$ cat config.mk
export PLATFORM = sky130hd
export DESIGN_NAME = sorted_priority_queue_flat
export DESIGN_NICKNAME = d
export VERILOG_FILES = /design/src/spq_pkg.sv /design/src/spq_if.sv /design/src/spq_cell.sv /design/src/sorted_priority_queue.sv /design/src/flat_wrapper.sv
export SDC_FILE = /design/constraint.sdc
export NUM_CORES = 1
export LEC_CHECK = 0
export ABC_AREA = 1
export BUFFER_PORTS_ARGS = -buffer_cell sky130_fd_sc_hd__buf_4
export CAP_MARGIN = 20
export CORE_MARGIN = 2
export CORE_UTILIZATION = 55
export DETAILED_ROUTE_END_ITERATION = 8
export PLACE_DENSITY = 0.76
export SYNTH_ARGS = -nofsm -noshare
export SYNTH_HDL_FRONTEND = slang
export SYNTH_SLANG_ARGS = --single-unit
$ cat constraint.sdc
create_clock -name clk -period 3.8 [get_ports clk]
set_input_delay 0.38 -clock clk [delete_from_list [all_inputs] [get_ports clk]]
set_output_delay 0.38 -clock clk [all_outputs]
set_load 0.01 [all_outputs]
$ cat src/spq_pkg.sv
// Shared types and constants for the sorted priority queue.
package spq_pkg;

    localparam int QUEUE_DEPTH = 16;
    localparam int CNT_W       = $clog2(QUEUE_DEPTH + 1);
    localparam int TAG_W       = 8;
    localparam int PRI_W       = 16;
    localparam int COUNT_OUT_W = 5;

    typedef enum logic [1:0] {
        REQ_INSERT  = 2'd0,
        REQ_DEQUEUE = 2'd1,
        REQ_PEEK    = 2'd2
    } req_kind_t;

    typedef enum logic [1:0] {
        ST_OK    = 2'd0,
        ST_FULL  = 2'd1,
        ST_EMPTY = 2'd2
    } status_t;

    typedef struct packed {
        logic [TAG_W-1:0] tag;
        logic [PRI_W-1:0] pri;
    } entry_t;

    typedef struct packed {
        logic insert;
        logic dequeue;
    } cell_ctrl_t;

endpackage

$ cat src/spq_if.sv
// Request and response channel interfaces for the sorted priority queue.
interface spq_req_if;
    logic        valid;
    logic        ready;
    logic [1:0]  req_type;
    logic [7:0]  item_tag;
    logic [15:0] item_priority;

    modport source (output valid, req_type, item_tag, item_priority, input ready);
    modport sink   (input valid, req_type, item_tag, item_priority, output ready);
endinterface

interface spq_rsp_if;
    logic        valid;
    logic        ready;
    logic [1:0]  status;
    logic [7:0]  head_tag;
    logic [15:0] head_priority;
    logic [4:0]  entry_count;
    logic        queue_empty;

    modport source (output valid, status, head_tag, head_priority, entry_count, queue_empty,
                    input ready);
    modport sink   (input valid, status, head_tag, head_priority, entry_count, queue_empty,
                    output ready);
endinterface

$ cat src/spq_cell.sv
// One slot of the sorted shift-register array.
module spq_cell (
    input  logic               clk,
    input  spq_pkg::cell_ctrl_t ctrl,
    input  logic               occupied,
    input  spq_pkg::entry_t    new_entry,
    input  spq_pkg::entry_t    left_entry,
    input  logic               left_keep,
    input  spq_pkg::entry_t    right_entry,
    output spq_pkg::entry_t    entry,
    output logic               keep
);

    spq_pkg::entry_t entry_reg;
    spq_pkg::entry_t entry_next;

    // stays put on insert: held and not lower than the new item (equal goes behind)
    assign keep  = occupied && (entry_reg.pri >= new_entry.pri);
    assign entry = entry_reg;

    always_comb
    begin
        entry_next = entry_reg;
        if (ctrl.insert)
        begin
            if (keep)
                entry_next = entry_reg;
            else if (left_keep)
                entry_next = new_entry;
            else
                entry_next = left_entry;
        end
        else if (ctrl.dequeue)
        begin
            entry_next = right_entry;
        end
    end

    always_ff @(posedge clk)
    begin
        entry_reg <= entry_next;
    end

endmodule

$ cat src/sorted_priority_queue.sv
// Top level of the sorted priority queue: cell chain, count and response register.
//  channel | modport | beat
//  req     | sink    | req_type, item_tag, item_priority
//  rsp     | source  | status, head_tag, head_priority, entry_count, queue_empty
// One request per cycle unless the response stalls; its response is in the output
// register on the next cycle. Each cell compares its priority with the new item in
// parallel, so an insert or dequeue updates the whole chain together.
// Reset clears the count and response valid; cell contents are ignored until written.
// A stalled response holds req.ready low only while the output register is full.
module sorted_priority_queue (
    input  logic        clk,
    input  logic        rst_n,
    spq_req_if.sink     req,
    spq_rsp_if.source   rsp
);

    localparam int D = spq_pkg::QUEUE_DEPTH;
    localparam int W = spq_pkg::CNT_W;

    logic [W-1:0] count_reg;
    logic [W-1:0] count_next;
    logic         out_valid_reg;
    logic         out_valid_next;
    spq_pkg::status_t status_reg;
    spq_pkg::status_t status_next;
    spq_pkg::entry_t  head_reg;
    spq_pkg::entry_t  head_next;

    spq_pkg::entry_t  cell_entry [D];
    logic [D-1:0]     cell_keep;
    spq_pkg::cell_ctrl_t ctrl;
    spq_pkg::entry_t  new_entry;

    logic accept;
    logic is_full;
    logic is_empty;
    logic [W+spq_pkg::COUNT_OUT_W-1:0] count_wide;

    assign req.ready = !out_valid_reg || rsp.ready;
    assign accept    = req.valid && req.ready;
    assign is_full   = (count_reg == W'(D));
    assign is_empty  = (count_reg == '0);

    assign new_entry.tag = req.item_tag;
    assign new_entry.pri = req.item_priority;

    assign ctrl.insert  = accept && (req.req_type == spq_pkg::REQ_INSERT) && !is_full;
    assign ctrl.dequeue = accept && (req.req_type == spq_pkg::REQ_DEQUEUE) && !is_empty;

    for (genvar i = 0; i < D; i++)
    begin : g_cell
        spq_cell u_cell (
            .clk         (clk),
            .ctrl        (ctrl),
            .occupied    (W'(i) < count_reg),
            .new_entry   (new_entry),
            .left_entry  ((i == 0) ? new_entry : cell_entry[(i == 0) ? 0 : i - 1]),
            .left_keep   ((i == 0) ? 1'b1 : cell_keep[(i == 0) ? 0 : i - 1]),
            .right_entry (cell_entry[(i == D - 1) ? i : i + 1]),
            .entry       (cell_entry[i]),
            .keep        (cell_keep[i])
        );
    end

    always_comb
    begin
        count_next     = count_reg;
        status_next    = status_reg;
        head_next      = head_reg;
        out_valid_next = out_valid_reg && !rsp.ready;
        if (accept)
        begin
            out_valid_next = 1'b1;
            status_next    = spq_pkg::ST_OK;
            head_next      = '0;
            unique case (req.req_type) inside
                spq_pkg::REQ_INSERT:
                begin
                    if (is_full)
                        status_next = spq_pkg::ST_FULL;
                    else
                        count_next = count_reg + W'(1);
                end
                spq_pkg::REQ_DEQUEUE, spq_pkg::REQ_PEEK:
                begin
                    if (is_empty)
                        status_next = spq_pkg::ST_EMPTY;
                    else
                    begin
                        head_next = cell_entry[0];
                        if (req.req_type == spq_pkg::REQ_DEQUEUE)
                            count_next = count_reg - W'(1);
                    end
                end
                default:
                begin
                    status_next = spq_pkg::ST_OK;
                end
            endcase
        end
    end

    always_ff @(posedge clk or negedge rst_n)
    begin
        if (!rst_n)
        begin
            count_reg     <= '0;
            out_valid_reg <= 1'b0;
        end
        else
        begin
            count_reg     <= count_next;
            out_valid_reg <= out_valid_next;
        end
    end

    always_ff @(posedge clk)
    begin
        status_reg <= status_next;
        head_reg   <= head_next;
    end

    // count reported after the request, masked to the port width
    assign count_wide = {{spq_pkg::COUNT_OUT_W{1'b0}}, count_reg};

    assign rsp.valid         = out_valid_reg;
    assign rsp.status        = status_reg;
    assign rsp.head_tag      = head_reg.tag;
    assign rsp.head_priority = head_reg.pri;
    assign rsp.entry_count   = count_wide[spq_pkg::COUNT_OUT_W-1:0];
    assign rsp.queue_empty   = is_empty;

    // entry_count and queue_empty are live: count only moves on an accepted beat,
    // which needs the response register free or being taken.

    a_count_bound: assert property (@(posedge clk) disable iff (!rst_n)
        count_reg <= W'(D))
        else $error("count exceeds depth");

    a_full_drop: assert property (@(posedge clk) disable iff (!rst_n)
        accept && (req.req_type == spq_pkg::REQ_INSERT) && is_full
        |=> rsp.valid && (rsp.status == spq_pkg::ST_FULL) && $stable(count_reg))
        else $error("insert on full not dropped");

    a_head_order: assert property (@(posedge clk) disable iff (!rst_n)
        (count_reg >= W'(2)) |-> (cell_entry[0].pri >= cell_entry[1].pri))
        else $error("head out of order");

    a_count_step: assert property (@(posedge clk) disable iff (!rst_n)
        !accept |=> $stable(count_reg))
        else $error("count moved without a beat");

endmodule

$ cat src/flat_wrapper.sv
// flat-port wrapper written by rule: the top's interface ports become plain ports
module sorted_priority_queue_flat 
  (clk, rst_n, req_valid, req_req_type, req_item_tag, req_item_priority, req_ready, rsp_valid, rsp_status, rsp_head_tag, rsp_head_priority, rsp_entry_count, rsp_queue_empty, rsp_ready);
  spq_req_if req_i ();
  spq_rsp_if rsp_i ();
  input  logic clk;
  input  logic rst_n;
  input wire logic [$bits(req_i.valid)-1:0] req_valid;
  input wire logic [$bits(req_i.req_type)-1:0] req_req_type;
  input wire logic [$bits(req_i.item_tag)-1:0] req_item_tag;
  input wire logic [$bits(req_i.item_priority)-1:0] req_item_priority;
  output wire logic [$bits(req_i.ready)-1:0] req_ready;
  output wire logic [$bits(rsp_i.valid)-1:0] rsp_valid;
  output wire logic [$bits(rsp_i.status)-1:0] rsp_status;
  output wire logic [$bits(rsp_i.head_tag)-1:0] rsp_head_tag;
  output wire logic [$bits(rsp_i.head_priority)-1:0] rsp_head_priority;
  output wire logic [$bits(rsp_i.entry_count)-1:0] rsp_entry_count;
  output wire logic [$bits(rsp_i.queue_empty)-1:0] rsp_queue_empty;
  input wire logic [$bits(rsp_i.ready)-1:0] rsp_ready;
  assign req_i.valid = req_valid;
  assign req_i.req_type = req_req_type;
  assign req_i.item_tag = req_item_tag;
  assign req_i.item_priority = req_item_priority;
  assign req_ready = req_i.ready;
  assign rsp_valid = rsp_i.valid;
  assign rsp_status = rsp_i.status;
  assign rsp_head_tag = rsp_i.head_tag;
  assign rsp_head_priority = rsp_i.head_priority;
  assign rsp_entry_count = rsp_i.entry_count;
  assign rsp_queue_empty = rsp_i.queue_empty;
  assign rsp_i.ready = rsp_ready;
  sorted_priority_queue u_core (.clk(clk), .rst_n(rst_n), .req(req_i), .rsp(rsp_i));
endmodule
==> metrics.txt <==
Post-Synthesis Net Count=between 4000 and 5000; crit start category=register; total gr overflow=0; FP Rows=83; f_max=0.3231 GHz; Remaining DRCs=0; Yosys cell types=29; register bit total from synthesis=416; clock sinks=416; hold path cells=4; outcome=finished, final reports clean; leakage power=between 15 and 20 nW; Synth async-reset ratio=1.442%; crit share post-route=81.45%; Synth Flop Type=edfxtp_1; Synth Warn #=0; iteration-0 DRC count of the detailed router=2924; Max clock buf depth=3; initial antenna violation count=0; first-pass GRT wire length=130300 microns; internal power=9.377 mW; max FFs per register=384; num ports=64; reg2reg start=u_core.rsp.entry_count[0]; vias per std cell=5.775; final core utilization=roughly three fifths; CTS buffer count=46; Clk network pwr share=30.7%; Hold Startpoint=rsp_ready; kind of critical path=reg2reg; Comb power frac=28.3%; Psw=5.041 mW; Worst Hold Path EP=u_core.rsp.valid; Inst Count DP=4359; Reg2Reg Depth=12; Pwr Density=between 400 and 500 mW/mm^2; CP required=4.14 ns; final setup fails=0; Max Transition Viols Final=0; Rel. slew slack=42.95%; die width=232.6 microns; Syn Inst Count=3724; critical-path maximum fanout=45; Core ar.=slightly above 0.05 sq mm; vias in the first global route=24120; total of max-cap violations=0; Clock Root Buffer=clkbuf_16; commonest non-fill, non-tap cell in the layout=nand2_1; layout cells sized above 1=6.401%; clock latency on the worst-skew pair=a little under 0.6 ns; drt first pass iters=8; postcts setup bufs=0; H-tree depth=2; largest net degree at the start of global routing=151; nets@finish=about 4000; register area share after synthesis=between 40 and 50%; Setup TNS=0 ns; minimum clock period=3.095 ns; unrepaired setup endpoints after global routing=no; sequential share of power=41.0%; sw frac=34.96%; CTS clk-pin slew, worst paths=0.07 ns; Post-DRT Antenna Nets=0; Post-Layout Cell Count=4445; die area=approximately 0.054 sq mm; syn_area_per_cell=7.721 sq um; reg2reg setup slack=slightly above 0.7 ns; Starting Density=55.82%; global placement routability congestion=0.9056; via count of the routed design=roughly 26000; clock skew=approximately 0.013 ns; TritonCTS clock tree=built; number of antenna repair diodes=0; Global Route Usage Sum=approximately 30%; Max VDD drop=0.3687 mV; Mapped Area=around 0.029 sq mm; final wirelength=83020 microns; FF-to-FF End=u_core.g_cell[4].u_cell.entry[21]; Hold Vio Cnt, Final=0; Area Growth Syn to Fin=9.669%; HPWL Detailed=about 57000 microns; final hold slack=0.07428 ns; wire per inst=18.68 microns; number of synthesized flops with an enable pin=410; crit end category=register; commonest cells after routing, fill and taps aside=nand2_1 (1335), nand3_1 (710), inv_1 (448), edfxtp_1 (410), ha_1 (262); Worst Hold Class=in2reg; Data arrival, critical path=roughly 3.4 ns; Setup crit start=u_core.rsp.entry_count[0]; Worst Tran Pin Value=around 0.85 ns; Port Buffers=63; die height=approximately 230 microns
logic make-up after synthesis:
family / after synthesis / synth area share [%]
buf+inv: 658 / 9.204
flops: 416 / 43.34
xor+xnor: 5 / 0.1523
simple gates: 2162 / 31.66
compound gates: 221 / 4.243
fa+ha+maj: 262 / 11.40
critical path: stages, from the launching register on:
cell	delay, ns
dfrtp_1	0.47
inv_1	0.15
ha_1	0.24
inv_1	0.05
nor2_1	0.06
nand3_1	0.13
inv_2	0.06
nor3_4	0.42
inv_8	0.21
nand4_1	0.16
buf_4	0.28
nand2_1	0.34
buf_12	0.27
power groups by stage:
| stage | logic [mW] | registers (mW) | clock network [mW] |
|---|---|---|---|
| 2_1_floorplan | 2.90 | 5.87 | 0 |
| 6_report | 4.08 | 5.90 | 4.43 |
| 3_3_place_gp | 3.91 | 5.98 | 0 |
| 3_5_place_dp | 3.99 | 5.99 | 0 |
| 5_1_grt | 4.58 | 5.93 | 4.63 |
| 4_1_cts | 4.02 | 5.89 | 4.45 |
metal layers:
| metal | global-route usage [%] | wire length [microns] |
|---|---|---|
| met1 | 39.67 | 33000 |
| met3 | 5.956 | 7450 |
| met5 | 0 | 0 |
| met4 | 12.38 | 2910 |
| met2 | 50.42 | 39660 |
how the worst max path moves through the flow:
stage / cells past startpoint / to
final: 12 / u_core.g_cell[4].u_cell.entry[21]
after global routing: 12 / u_core.g_cell[5].u_cell.entry[16]
after CTS: 12 / u_core.g_cell[4].u_cell.entry[21]
after detailed placement: 12 / u_core.g_cell[5].u_cell.entry[17]
after global placement: 12 / u_core.g_cell[5].u_cell.entry[17]
after floorplan: 9 / u_core.g_cell[15].u_cell.entry[0]
area by class of cell:
type,count,area (sq um)
multi-input combinational,2650,13650
tap,680,850.8
clock inverter,21,147.6
timing repair buffer,157,1379
clock buffer,62,1315
inverter,459,1730
fill,4660,19980
sequential,416,12460
Yosys cell counts, types with 5 or more instances:
cell / count / area share, %
o21a_1: 9 / 0.23
buf_4: 21 / 0.55
nor3_1: 19 / 0.33
o21bai_1: 19 / 0.50
nand4_1: 19 / 0.41
inv_2: 9 / 0.12
o21ai_0: 78 / 1.4
buf_2: 66 / 1.1
nand3_1: 710 / 12
inv_1: 449 / 5.9
a21o_1: 5 / 0.13
nand2_1: 1335 / 17
nor2_1: 74 / 0.97
edfxtp_1: 410 / 43
ha_1: 262 / 11
dfrtp_1: 6 / 0.52
clkbuf_1: 106 / 1.4
a21oi_1: 105 / 1.8
what timing repair did:
action / 4_1_cts / 5_1_grt
resized for setup: 0 / 0
hold buffers: 2 / 0
hold endpoints to repair: 7 / 0
setup endpoints to repair: 0 / 0
stage by stage:
| stage | instance area [sq um] | total power [mW] | setup slack [ns] |
|---|---|---|---|
| 2_1_floorplan | 28750 | 8.778 | 0.1648 |
| 3_3_place_gp | 30020 | 9.895 | 0.7840 |
| 3_5_place_dp | 30020 | 9.977 | 0.7566 |
| 4_1_cts | 31510 | 14.36 | 0.7328 |
| 5_1_grt | 31530 | 15.14 | 0.4823 |
| 6_report | 31530 | 14.42 | 0.7049 |
Note: power is estimated with default switching activity, not from simulation.
